File: config.mk
export PLATFORM = sky130hd
export DESIGN_NAME = wildcard_byte_pattern_search_core_flat
export DESIGN_NICKNAME = d
export VERILOG_FILES = /design/src/design/wbps_pkg.sv /design/src/design/wbps_if.sv /design/src/design/wildcard_byte_pattern_search_core.sv /design/src/design/wbps_window_match.sv /design/src/flat_wrapper.sv
export SDC_FILE = /design/constraint.sdc
export NUM_CORES = 2
export LEC_CHECK = 0
export BUFFER_PORTS_ARGS = -buffer_cell sky130_fd_sc_hd__buf_4
export CAP_MARGIN = 20
export CORE_UTILIZATION = 36
export CTS_CLUSTER_SIZE = 28
export DETAILED_ROUTE_END_ITERATION = 10
export PLACE_DENSITY = 0.49
export SLEW_MARGIN = 20
export SYNTH_ARGS = -nofsm -noshare
export SYNTH_HDL_FRONTEND = slang
export SYNTH_HIERARCHICAL = 1
export SYNTH_SLANG_ARGS = --single-unit
export TNS_END_PERCENT = 100
File: constraint.sdc
create_clock -name i_clk -period 27.2 [get_ports i_clk]
set_clock_uncertainty 0.1 [all_clocks]
set_input_delay 4.08 -clock i_clk [delete_from_list [all_inputs] [get_ports i_clk]]
set_output_delay 4.08 -clock i_clk [all_outputs]
set_load 0.01 [all_outputs]
File: src/design/wbps_pkg.sv
// package for the wildcard byte pattern search core
// holds shared types, register indexes and constants; no dependencies
`timescale 1ns / 1ps

package wbps_pkg;

    // one byte of data or pattern
    typedef logic [7:0] t_byte;

    // register file geometry
    localparam int CFG_ADDR_W = 6;
    localparam int CFG_DATA_W = 64;
    localparam int PAT_WORDS  = 4;
    localparam int LEN_W      = 6;
    localparam int COUNT_W    = 32;

    // register indexes, each register sits at byte address 8*index
    typedef logic [2:0] t_reg_idx;
    localparam t_reg_idx REG_PAT_0_7   = 3'd0;
    localparam t_reg_idx REG_PAT_8_15  = 3'd1;
    localparam t_reg_idx REG_PAT_16_23 = 3'd2;
    localparam t_reg_idx REG_PAT_24_31 = 3'd3;
    localparam t_reg_idx REG_LENGTH    = 3'd4;
    localparam t_reg_idx REG_BASE      = 3'd5;

    // a pattern byte with this value matches any data byte
    localparam t_byte WILDCARD = 8'hff;

    // saturation point of the byte count
    localparam logic [COUNT_W-1:0] COUNT_MAX = '1;

    // control from the scan sequencer to the window
    typedef struct packed {
        logic shift;   // take the byte into the window
        logic clear;   // region ends, empty the window after this byte
    } t_win_ctrl;

endpackage

File: src/design/wbps_if.sv
// stream interfaces of the wildcard byte pattern search core
// byte transfers in, result transfers out; depends on wbps_pkg
`timescale 1ns / 1ps

interface wbps_byte_if
    import wbps_pkg::*;
();
    logic  valid;
    logic  ready;
    t_byte data_byte;
    logic  last_byte;

    modport source (output valid, output data_byte, output last_byte, input ready);
    modport sink   (input valid, input data_byte, input last_byte, output ready);
endinterface

interface wbps_result_if;
    logic        valid;
    logic        ready;
    logic        match_found;
    logic [31:0] match_offset;
    logic [63:0] match_address;

    modport source (output valid, output match_found, output match_offset,
                    output match_address, input ready);
    modport sink   (input valid, input match_found, input match_offset,
                    input match_address, output ready);
endinterface

File: src/design/wildcard_byte_pattern_search_core.sv
// top level of the wildcard byte pattern search core
// depends on wbps_pkg, wbps_if and wbps_window_match
`timescale 1ns / 1ps

// Scans a memory region one byte per transfer for the first occurrence of a
// pattern of up to PATTERN_BYTES bytes, where a pattern byte of 0xff matches
// any byte. Throughput is one byte per clock unless a result finds the output
// register full: a byte is taken into an input register, where the whole
// pattern is compared against the window of recent bytes in one pass, and any
// result is then loaded into the output register. The input register keeps
// accepting while a result waits to be taken; only a byte that itself
// produces a result waits on a full output register. One found result is
// given per region, on the byte that completes the match; a region (ended by
// last_byte) without a match gives one not found result. Registers sit at
// byte address 8*index on the 64-bit APB port and should be written only
// while no byte is in flight; a change in the middle of a region applies from
// the byte then held in the input register.
module wildcard_byte_pattern_search_core
    import wbps_pkg::*;
#(
    parameter int PATTERN_BYTES = 32
) (
    input  logic                  i_clk,
    input  logic                  i_rst_n,
    wbps_byte_if.sink             i_byte,
    wbps_result_if.source         o_result,
    input  logic                  psel,
    input  logic                  penable,
    input  logic                  pwrite,
    input  logic [CFG_ADDR_W-1:0] paddr,
    input  logic [CFG_DATA_W-1:0] pwdata,
    output logic [CFG_DATA_W-1:0] prdata,
    output logic                  pready
);

    localparam logic [LEN_W-1:0] LEN_MAX = LEN_W'(PATTERN_BYTES);

    // configuration registers
    logic [CFG_DATA_W-1:0]           r_pat_word [PAT_WORDS];
    logic [LEN_W-1:0]                r_len;
    logic [63:0]                     r_base;
    logic [PAT_WORDS*CFG_DATA_W-1:0] w_pat_flat;
    t_reg_idx                        w_reg_idx;
    logic                            w_cfg_wr;

    // input register
    logic  r_in_valid;
    t_byte r_in_byte;
    logic  r_in_last;

    // region state
    logic [COUNT_W-1:0] r_seen;
    logic               r_reported;

    // output register
    logic        r_out_valid;
    logic        r_out_found;
    logic [31:0] r_out_offset;
    logic [63:0] r_out_address;

    // datapath
    logic [COUNT_W-1:0] n_seen;
    logic [COUNT_W-1:0] w_offset;
    logic [63:0]        w_address;
    logic               w_hit;
    logic               w_len_ok;
    logic               w_found;
    logic               w_res_valid;
    logic               w_out_free;
    logic               w_advance;
    t_win_ctrl          w_win_ctrl;

    // register access
    assign pready    = 1'b1;
    assign w_reg_idx = paddr[CFG_ADDR_W-1:3];
    assign w_cfg_wr  = psel && penable && pwrite && pready;

    always_ff @(posedge i_clk) begin
        if (!i_rst_n) begin
            for (int w = 0; w < PAT_WORDS; w++) begin
                r_pat_word[w] <= '0;
            end
            r_len  <= '0;
            r_base <= '0;
        end else if (w_cfg_wr) begin
            unique case (w_reg_idx)
                REG_PAT_0_7:   r_pat_word[0] <= pwdata;
                REG_PAT_8_15:  r_pat_word[1] <= pwdata;
                REG_PAT_16_23: r_pat_word[2] <= pwdata;
                REG_PAT_24_31: r_pat_word[3] <= pwdata;
                REG_LENGTH:    r_len         <= pwdata[LEN_W-1:0];
                REG_BASE:      r_base        <= pwdata;
                default: ;
            endcase
        end
    end

    always_comb begin
        unique case (w_reg_idx)
            REG_PAT_0_7:   prdata = r_pat_word[0];
            REG_PAT_8_15:  prdata = r_pat_word[1];
            REG_PAT_16_23: prdata = r_pat_word[2];
            REG_PAT_24_31: prdata = r_pat_word[3];
            REG_LENGTH:    prdata = CFG_DATA_W'(r_len);
            REG_BASE:      prdata = r_base;
            default:       prdata = '0;
        endcase
    end

    // pattern bytes in one vector, byte 0 lowest
    always_comb begin
        for (int w = 0; w < PAT_WORDS; w++) begin
            w_pat_flat[w*CFG_DATA_W +: CFG_DATA_W] = r_pat_word[w];
        end
    end

    // window and compare
    assign w_win_ctrl.shift = w_advance;
    assign w_win_ctrl.clear = r_in_last;

    wbps_window_match #(
        .PATTERN_BYTES (PATTERN_BYTES)
    ) u_window (
        .i_clk     (i_clk),
        .i_rst_n   (i_rst_n),
        .i_ctrl    (w_win_ctrl),
        .i_byte    (r_in_byte),
        .i_pattern (w_pat_flat[PATTERN_BYTES*8-1:0]),
        .i_length  (r_len),
        .o_hit     (w_hit)
    );

    // count, match decision and result fields
    assign n_seen      = (r_seen == COUNT_MAX) ? r_seen : r_seen + COUNT_W'(1);
    assign w_len_ok    = (r_len != '0) && (r_len <= LEN_MAX);
    assign w_found     = !r_reported && (r_base != '0) && w_len_ok
                         && (n_seen >= COUNT_W'(r_len)) && w_hit;
    assign w_offset    = n_seen - COUNT_W'(r_len);
    assign w_address   = r_base + 64'(w_offset);
    assign w_res_valid = w_found || (r_in_last && !r_reported);

    // handshake: a byte moves on unless its result finds the output full
    assign w_out_free   = !r_out_valid || o_result.ready;
    assign w_advance    = r_in_valid && (!w_res_valid || w_out_free);
    assign i_byte.ready = !r_in_valid || w_advance;

    // input register
    always_ff @(posedge i_clk) begin
        if (!i_rst_n) begin
            r_in_valid <= 1'b0;
        end else if (i_byte.ready) begin
            r_in_valid <= i_byte.valid;
        end
    end

    always_ff @(posedge i_clk) begin
        if (i_byte.ready && i_byte.valid) begin
            r_in_byte <= i_byte.data_byte;
            r_in_last <= i_byte.last_byte;
        end
    end

    // region count and reported flag
    always_ff @(posedge i_clk) begin
        if (!i_rst_n) begin
            r_seen     <= '0;
            r_reported <= 1'b0;
        end else if (w_advance) begin
            if (r_in_last) begin
                r_seen     <= '0;
                r_reported <= 1'b0;
            end else begin
                r_seen     <= n_seen;
                r_reported <= r_reported || w_found;
            end
        end
    end

    // output register
    always_ff @(posedge i_clk) begin
        if (!i_rst_n) begin
            r_out_valid <= 1'b0;
        end else if (w_advance && w_res_valid) begin
            r_out_valid <= 1'b1;
        end else if (o_result.ready) begin
            r_out_valid <= 1'b0;
        end
    end

    always_ff @(posedge i_clk) begin
        if (w_advance && w_res_valid) begin
            r_out_found   <= w_found;
            r_out_offset  <= w_found ? w_offset : '0;
            r_out_address <= w_found ? w_address : '0;
        end
    end

    assign o_result.valid         = r_out_valid;
    assign o_result.match_found   = r_out_found;
    assign o_result.match_offset  = r_out_offset;
    assign o_result.match_address = r_out_address;

endmodule

File: src/design/wbps_window_match.sv
// window of the most recent bytes and the parallel wildcard compare
// depends on wbps_pkg
`timescale 1ns / 1ps

module wbps_window_match
    import wbps_pkg::*;
#(
    parameter int PATTERN_BYTES = 32
) (
    input  logic                       i_clk,
    input  logic                       i_rst_n,
    input  t_win_ctrl                  i_ctrl,
    input  t_byte                      i_byte,
    input  logic [PATTERN_BYTES*8-1:0] i_pattern,
    input  logic [LEN_W-1:0]           i_length,
    output logic                       o_hit
);

    localparam int IDX_W = (PATTERN_BYTES > 1) ? $clog2(PATTERN_BYTES) : 1;

    t_byte            r_win [PATTERN_BYTES];
    t_byte            n_win [PATTERN_BYTES];
    t_byte            w_pat [PATTERN_BYTES];
    logic [LEN_W-1:0] w_k;
    t_byte            w_p;
    logic             w_hit;

    // split the pattern vector into bytes, byte 0 lowest
    for (genvar b = 0; b < PATTERN_BYTES; b++) begin : g_pat
        assign w_pat[b] = i_pattern[8*b +: 8];
    end

    // window after this byte, index 0 newest
    always_comb begin
        n_win[0] = i_byte;
        for (int j = 1; j < PATTERN_BYTES; j++) begin
            n_win[j] = r_win[j-1];
        end
    end

    // position j holds the pattern byte length-1-j; positions past length are free
    always_comb begin
        w_hit = 1'b1;
        w_k   = '0;
        w_p   = '0;
        for (int j = 0; j < PATTERN_BYTES; j++) begin
            if (LEN_W'(j) < i_length) begin
                w_k = i_length - LEN_W'(j) - LEN_W'(1);
                w_p = w_pat[w_k[IDX_W-1:0]];
                if (w_p != WILDCARD && w_p != n_win[j]) begin
                    w_hit = 1'b0;
                end
            end
        end
    end

    assign o_hit = w_hit;

    // window shift and region clear
    always_ff @(posedge i_clk) begin
        if (!i_rst_n) begin
            for (int j = 0; j < PATTERN_BYTES; j++) begin
                r_win[j] <= '0;
            end
        end else if (i_ctrl.shift) begin
            for (int j = 0; j < PATTERN_BYTES; j++) begin
                r_win[j] <= i_ctrl.clear ? t_byte'(0) : n_win[j];
            end
        end
    end

endmodule
File: src/flat_wrapper.sv
// flat-port wrapper written by rule: the top's interface ports become plain ports
module wildcard_byte_pattern_search_core_flat import wbps_pkg::*;
#(
    parameter int PATTERN_BYTES = 32
)
  (i_clk, i_rst_n, psel, penable, pwrite, paddr, pwdata, prdata, pready, i_byte_valid, i_byte_data_byte, i_byte_last_byte, i_byte_ready, o_result_valid, o_result_match_found, o_result_match_offset, o_result_match_address, o_result_ready);
  wbps_byte_if i_byte_i ();
  wbps_result_if o_result_i ();
  input  logic i_clk;
  input  logic i_rst_n;
  input  logic psel;
  input  logic penable;
  input  logic pwrite;
  input  logic [CFG_ADDR_W-1:0] paddr;
  input  logic [CFG_DATA_W-1:0] pwdata;
  output logic [CFG_DATA_W-1:0] prdata;
  output logic pready;
  input wire logic [$bits(i_byte_i.valid)-1:0] i_byte_valid;
  input wire logic [$bits(i_byte_i.data_byte)-1:0] i_byte_data_byte;
  input wire logic [$bits(i_byte_i.last_byte)-1:0] i_byte_last_byte;
  output wire logic [$bits(i_byte_i.ready)-1:0] i_byte_ready;
  output wire logic [$bits(o_result_i.valid)-1:0] o_result_valid;
  output wire logic [$bits(o_result_i.match_found)-1:0] o_result_match_found;
  output wire logic [$bits(o_result_i.match_offset)-1:0] o_result_match_offset;
  output wire logic [$bits(o_result_i.match_address)-1:0] o_result_match_address;
  input wire logic [$bits(o_result_i.ready)-1:0] o_result_ready;
  assign i_byte_i.valid = i_byte_valid;
  assign i_byte_i.data_byte = i_byte_data_byte;
  assign i_byte_i.last_byte = i_byte_last_byte;
  assign i_byte_ready = i_byte_i.ready;
  assign o_result_valid = o_result_i.valid;
  assign o_result_match_found = o_result_i.match_found;
  assign o_result_match_offset = o_result_i.match_offset;
  assign o_result_match_address = o_result_i.match_address;
  assign o_result_i.ready = o_result_ready;
  wildcard_byte_pattern_search_core #(.PATTERN_BYTES(PATTERN_BYTES)) u_core (.i_clk(i_clk), .i_rst_n(i_rst_n), .i_byte(i_byte_i), .o_result(o_result_i), .psel(psel), .penable(penable), .pwrite(pwrite), .paddr(paddr), .pwdata(pwdata), .prdata(prdata), .pready(pready));
endmodule
=== Yosys cells after proc, flatten, opt, wreduce, memory -nomap -nowiden ===
Memory sizes are Yosys's and may differ from the RTL's.
Cells that the tools add are included.
Widths: inputs -> output; s select.

* Output and inout bits: 164
* Memories kept: 2
* Register bits after elaboration: 211
* Logic and storage cells: 594
* Memory bits (writable): 512

* Equality and inequality tests: 70
* Reductions and logical operators: 58
* Order comparisons: 66
* Add/subtract/negate cells: 65
* Mux-type cells: 254
* Bitwise logic cells: 68

{| class="wikitable"
|+ Memories
! name !! depth !! width !! rd ports !! clocked after Yosys merged registers in !! write ports !! line !! text
|-
| u_core.r_pat_word || 4 || 64 || 4 || 0 || 4 || wildcard_byte_pattern_search_core.sv:39 || <nowiki>logic [CFG_DATA_W-1:0] r_pat_word [PAT_WORDS];</nowiki>
|-
| u_core.u_window.r_win || 32 || 8 || 31 || 0 || 32 || wbps_window_match.sv:21 || <nowiki>t_byte r_win [PATTERN_BYTES];</nowiki>
|}

{| class="wikitable"
|+ Operators by type and width
! operator !! number
|-
| $bmux 8 s5 || 32
|-
| $mux 8 || 128
|-
| $pmux 64 s6 || 1
|-
| $mux 64 || 4
|-
| $ne 8x8->1 || 32
|-
| $ne 8x8->1 const B || 32
|-
| $ge 6x6->1 const B || 32
|-
| $not 5->6 || 32
|-
| $sub 5x1->5 const B || 32
|-
| $lt 5x6->1 const A || 16
|-
| $mux 1 || 87
|-
| $sub 5x5->5 const B || 16
|-
| $add 64x32->64 || 1
|-
| $mux 32 || 2
|-
| $reduce_bool 64->1 || 1
|-
| $lt 4x6->1 const A || 8
|-
| $logic_and 1x1->1 || 43
|-
| $sub 5x4->5 const B || 8
|-
| $or 1x1->1 || 36
|-
| $add 32x1->32 const B || 1
|-
| $eq 32x32->1 const B || 1
|-
| $ge 32x6->1 || 1
|-
| $sub 32x6->32 || 1
|-
| $lt 3x6->1 const A || 4
|-
| 14 further kinds || 30
|}

=== Longest topological paths before layout ===
* Depth in word-level cells: 80
* Gate-level depth with buffers: 35

=== By module ===
Netlist, hierarchy kept.

{| class="wikitable"
|+ By module, submodules not included
! module !! cells each !! times used !! seq. area each (um^2) !! area each (um^2)
|-
| wbps_window_match || 3397 || 1 || 7447.1 || 36812.8
|-
| wildcard_byte_pattern_search_core || 2301 || 1 || 12972.4 || 24274.5
|}

=== Worst setup path before layout ===
No wires, ideal clock.

* Kind: flip-flop to flip-flop
* Start point: register u_core.r_len[1]
* End point: memory u_core/u_window/r_win[0][0] (netlist bit) (enable)
* Stages on the path, launching flop included: 27
* Data required time: 25.159 ns
* Arrival time: 11.369 ns
* Setup slack: 13.790 ns
* Setup time: 1.941 ns
* Cell sequence: dfxtp_1 -> buf_4 -> buf_6 -> buf_4 -> buf_2 -> buf_4 -> buf_4 -> buf_4 -> inv_1 -> ha_1 -> buf_2 -> xor2_1 -> mux4_2 -> or4_1 -> a2111oi_2 -> a211oi_1 -> or4_1 -> nor4_1 -> o211a_1 -> nor4b_1 -> o41ai_4 -> o21ai_2 -> buf_2 -> inv_1 -> clkbuf_1 -> clkbuf_1 -> nand2b_1

{| class="wikitable"
|+ RTL lines
! element !! line !! text
|-
| from (decl) || wildcard_byte_pattern_search_core.sv:40 || <nowiki>logic [LEN_W-1:0] r_len;</nowiki>
|-
| from (signal assigned) || wildcard_byte_pattern_search_core.sv:91 || <nowiki>REG_LENGTH: r_len <= pwdata[LEN_W-1:0];</nowiki>
|-
| to (decl) || wbps_window_match.sv:21 ||
|}

=== Final worst setup path ===
* Start point: register u_core.r_len[0]
* End point: output i_byte_ready

* Longest elaborated chain between the ends: 77

{| class="wikitable"
|+ RTL lines
! element !! line !! text
|-
| parallel branches: the longest is 70 deep, another holds $sub 5x1->5 || -- ||
|-
| $mux 1 (*) || wbps_window_match.sv:47 || <nowiki>if (LEN_W'(j) < i_length) begin</nowiki>
|-
| named net u_core.w_hit || wildcard_byte_pattern_search_core.sv:65 || <nowiki>logic w_hit;</nowiki>
|-
| $logic_and 1x1->1 (*) || wildcard_byte_pattern_search_core.sv:137 || <nowiki>&& (n_seen >= COUNT_W'(r_len)) && w_hit;</nowiki>
|-
| $logic_or 1x1->1 (*) || wildcard_byte_pattern_search_core.sv:140 || <nowiki>assign w_res_valid = w_found || (r_in_last && !r_reported);</nowiki>
|-
| $logic_not 1->1 (*) || wildcard_byte_pattern_search_core.sv:144 || <nowiki>assign w_advance = r_in_valid && (!w_res_valid || w_out_free);</nowiki>
|-
| $logic_or 1x1->1 (*) || wildcard_byte_pattern_search_core.sv:144 ||
|-
| $logic_and 1x1->1 (*) || wildcard_byte_pattern_search_core.sv:144 ||
|-
| $logic_or 1x1->1 (*) || wildcard_byte_pattern_search_core.sv:145 || <nowiki>assign i_byte.ready = !r_in_valid || w_advance;</nowiki>
|-
| to (decl) || flat_wrapper.sv:21 || <nowiki>output wire logic [$bits(i_byte_i.ready)-1:0] i_byte_ready;</nowiki>
|}

Mark *: on every way through the listed nets, which the timed path passes. The select of a mux whose other input is x is not followed.

==> impl_summary.txt <==
----------------------------------------------------
[Status]
  Run status ... complete, no violations

[Worst setup path]
  Maximum net fanout on the critical path ... ~160
  Startpoint types ... flop
  Crit path capture type ... primary output
  Data arrival time at the worst-slack endpoint ... 10.27 ns
  Critical path data required time ... 23.02 ns
  Critical path class ... reg -> out

[CTS]
  Largest buffer count on any clock path ... 3
  Number of clock sinks ... 715
  Clock buffers created by TritonCTS ... 88
  Latest clock arrival within the worst-skew pair ... 0.78 ns
  CTS root buf ... clkbuf_16
  Clock-pin slew of the registers on the worst-case setup and hold paths ... 0.06 ns
  CTS tree ... done
  Number of hold-repair buffers added at the cts stage ... 0
  Number of H-tree branching levels ... 3
  Number of gates given a new drive strength after cts ... 0
  Buffer count from post-CTS setup fixing ... 0

[Run]
  Max-cap viol count ... 0

[Timing]
  Number of hold violations in the final report ... 0
  Worst-case setup margin in the final layout ... 12.75 ns
  Minimum period implied by the final worst setup slack ... 14.45 ns
  FMAX ... between 60 and 70 MHz
  Slew Viols, Final ... 0
  Final period utilization ... 53.12%
  Setup repair after global routing missed its margin ... no
  Final sum of negative setup slack ... 0 ns
  Setup Viol. Count Final ... 0
  Worst Tran Pin Value ... 1.242 ns
  Worst slew margin ... 14.82%

[Yosys]
  Number of register bits inferred by synthesis ... 715
  Netlist cell types ... 96
  Yosys warns ... 6
  Synth Instances ... 5698
  Per-instance average area after synthesis ... about 11 um^2
  Post-Syn Nets ... 5837
  Combined area of all synthesized cells ... ~61000 um^2
  Fraction of registers with async set/reset ... 0%
  Leading register cell type out of synthesis ... edfxtp_1
  Number of enable-type register cells in the synthesized netlist ... 610
  Part of the Yosys area used for sequential elements ... 33.43%

[Floorplanning]
  Starting Density ... 36.41%
  Die Y-Extent ... 413.9 um
  Core ar. ... 167800 um^2
  FP Rows ... 150
  Count of pins on the block boundary ... 250
  Die Footprint ... 171300 um^2
  Die W ... 413.9 um

[Routing]
  DRT iter0 DRCs ... 6944
  DRT Pass-1 Iters ... 6
  Count of vias placed by the detailed router ... ~53000
  DRC violations left ... 0
  ANT nets after route ... 0
  Routed vias/inst ... roughly 6.6
  Detailed-route wire length ... 300.7 mm
  Average detailed-routed wire length per instance ... 37.63 um

[Pwr]
  Leak ... 24.53 nW
  Internal cell power ... 0.002151 W
  Switching share of power ... between 30% and 40%
  Max VDD drop ... 51.61 uV
  Cell area power density ... 47.45 nW/um^2
  Part of the power in the clock network ... 36.8%
  Share of total power in combinational logic ... 21.2%
  Reported net switching power ... 0.001066 W
  Total power ... 0.003217 W
  Fraction of power consumed by sequential logic ... 42.0%

[Layout]
  Growth of design area from synthesis to finish ... 10.99%
  Fill cell total of the finished layout ... 16350
  Layout Nets ... a little under 6000
  Layout cells sized above 1 ... 20.70%

[Placement]
  Pre-CTS WS ... roughly 14 ns
  Final HPWL from detailed placement ... 233.9 mm
  Placer congestion estimate ... 1.033
  Port buffer count ... ~250

[Global routing]
  Via count of the first global-routing pass ... 48460
  Overall track demand over capacity in global routing ... 34.31%
  Number of antenna violations at the first check in global routing ... 11
  Grt ovf ... 0
  Wire length of the first global-routing pass ... just over 400 mm
  Pin count of the biggest net entering global routing ... 229

[Worst hold path]
  Path class of the lowest-slack min-delay path ... reg -> reg

----------------------------------------------------
==> path summary, 6_finish.rpt <==
kind	startpoint	end	slack [ns]	cells after the start
setup / recovery	u_core/r_len[0]	i_byte_ready	12.75	20
hold / removal	u_core/r_base[11]	u_core/r_base[11]	0.36	2
setup reg to reg	u_core/r_len[0]	u_core/u_window/r_win[1][99]	14.84	23
hold reg to reg	u_core/r_base[11]	u_core/r_base[11]	0.36	2
==> power groups by stage <==
stage                     registers (W)  logic (W)  clock network [W]
after floorplan                 0.00132   0.000392                  0
after global placement          0.00137   0.000658                  0
after detailed placement        0.00136   0.000662                  0
after CTS                       0.00134   0.000665            0.00120
after global routing            0.00135   0.000704            0.00124
final                           0.00135   0.000682            0.00119
==> Yosys cell counts, drive strengths merged, types with 15 or more instances <==
master,count,share of area [%]
mux2i,651,11
or4,25,0.31
ha,51,1.0
a211oi,24,0.29
xnor2,189,2.8
o21a,15,0.18
nand3,129,1.1
nand2b,19,0.19
o211ai,17,0.21
nand4,145,1.5
mux4,437,16
inv,96,0.59
a221o,27,0.44
nor3,106,0.87
and2,401,4.1
a21o,25,0.31
xor2,244,3.5
o31ai,16,0.20
edfxtp,610,30
dfxtp,105,3.4
nor2,210,1.3
buf,226,2.1
nand2,454,2.8
clkbuf,217,1.3
or3,88,0.90
o21ai,192,1.6
o22ai,49,0.50
a31oi,20,0.20
a21oi,209,1.7
a41oi,26,0.37
and3,179,1.8
nor4,93,1.0
a22oi,39,0.48
mux2,177,3.3
==> cell type report <==
cell class / instances / area (um^2) / area share [%]
well taps: 2204 / 2758 / 4.067
clock inverters: 44 / 474.2 / 0.6994
multi-input cells: 4444 / 38590 / 56.91
clock buffers: 116 / 2347 / 3.462
inverters: 96 / 370.4 / 0.5462
repair buffers: 368 / 2819 / 4.158
flip-flops and latches: 715 / 20430 / 30.14
diodes: 5 / 12.51 / 0.01845
==> through the flow <==
stage / hold WS (ns) / instance area [um^2] / cells / util [%]
after floorplan: 0.3586 / 61090 / 5698 / -
after global placement: 0.3463 / 64930 / 7826 / 38.70
after detailed placement: 0.3549 / 64930 / 7826 / 38.70
after CTS: 0.3627 / 67750 / 7986 / 40.38
after global routing: 0.3813 / 67790 / 7987 / 40.40
final: 0.3612 / 67800 / 7992 / 40.41
==> critical path, cell delays in order, from the launching register on <==
cell      delay [ns]
dfxtp_4         0.71
inv_8           0.38
ha_4            0.40
buf_12          0.58
buf_4           0.90
mux2_2          0.44
or3_1           0.34
a41oi_1         0.70
nor3_1          0.09
nand4b_1        0.21
or4_1           0.51
a32oi_1         0.57
o32a_1          0.26
nand4_1         0.09
nor4_1          0.82
o211a_1         0.62
nor4b_2         0.64
o41ai_4         0.19
a211oi_1        0.44
inv_1           0.08
buf_4           0.15
==> logic make-up after synthesis <==
kind of cell    share of synthesized area (%)
simple gates                            16.59
mux                                     30.04
compound gates                          8.519
flops                                   33.43
buf+inv                                 4.006
xor+xnor                                6.300
fa+ha+maj                               1.110
other cells                          0.006139
==> per-layer routing <==
layer  vias to the layer above  track usage [%]  part of all wire (%)
li1                      21970                -                     -
met1                     27160            45.61                    40
met2                      3053            50.49                    43
met3                       501            7.814                   9.7
met4                         6            21.27                   7.2
met5                         -                0                 0.011
==> placed cells by master, fill, tap and decap left out, types with 25 or more instances in the layout <==
master,Yosys,routed
inv_1,92,90
xnor2_1,183,173
and2_1,400,400
xor2_1,244,241
a21oi_1,209,208
buf_4,49,363
nand4_1,141,141
nor2_1,210,205
or3_1,88,87
nor4_1,90,88
a21o_1,25,25
a22oi_1,39,39
mux2_2,177,177
or4_1,25,25
edfxtp_1,610,610
o22ai_1,49,49
mux2i_1,651,647
ha_1,51,48
and3_1,179,178
o21ai_0,188,186
dfxtp_1,105,100
mux4_2,437,437
nor3_1,106,103
clkbuf_16,0,88
nand2_1,454,452
nand3_1,127,127
a221o_1,27,27
a41oi_1,26,26
==> state kept, by name (all words and copies together), names as in the netlist <==
register and count:
u_core/r_len 6, u_core/r_base 64, u_core/r_seen 32, u_core/r_in_valid 1, u_core/r_pat_word 256, u_core/u_window/r_win 248, u_core/o_result.match_found 1, u_core/r_in_last 1
u_core/r_in_byte 8, u_core/o_result.match_offset 32, u_core/r_reported 1, u_core/o_result.valid 1, u_core/o_result.match_address 64
No activity file was read; power rests on OpenSTA's default activity.
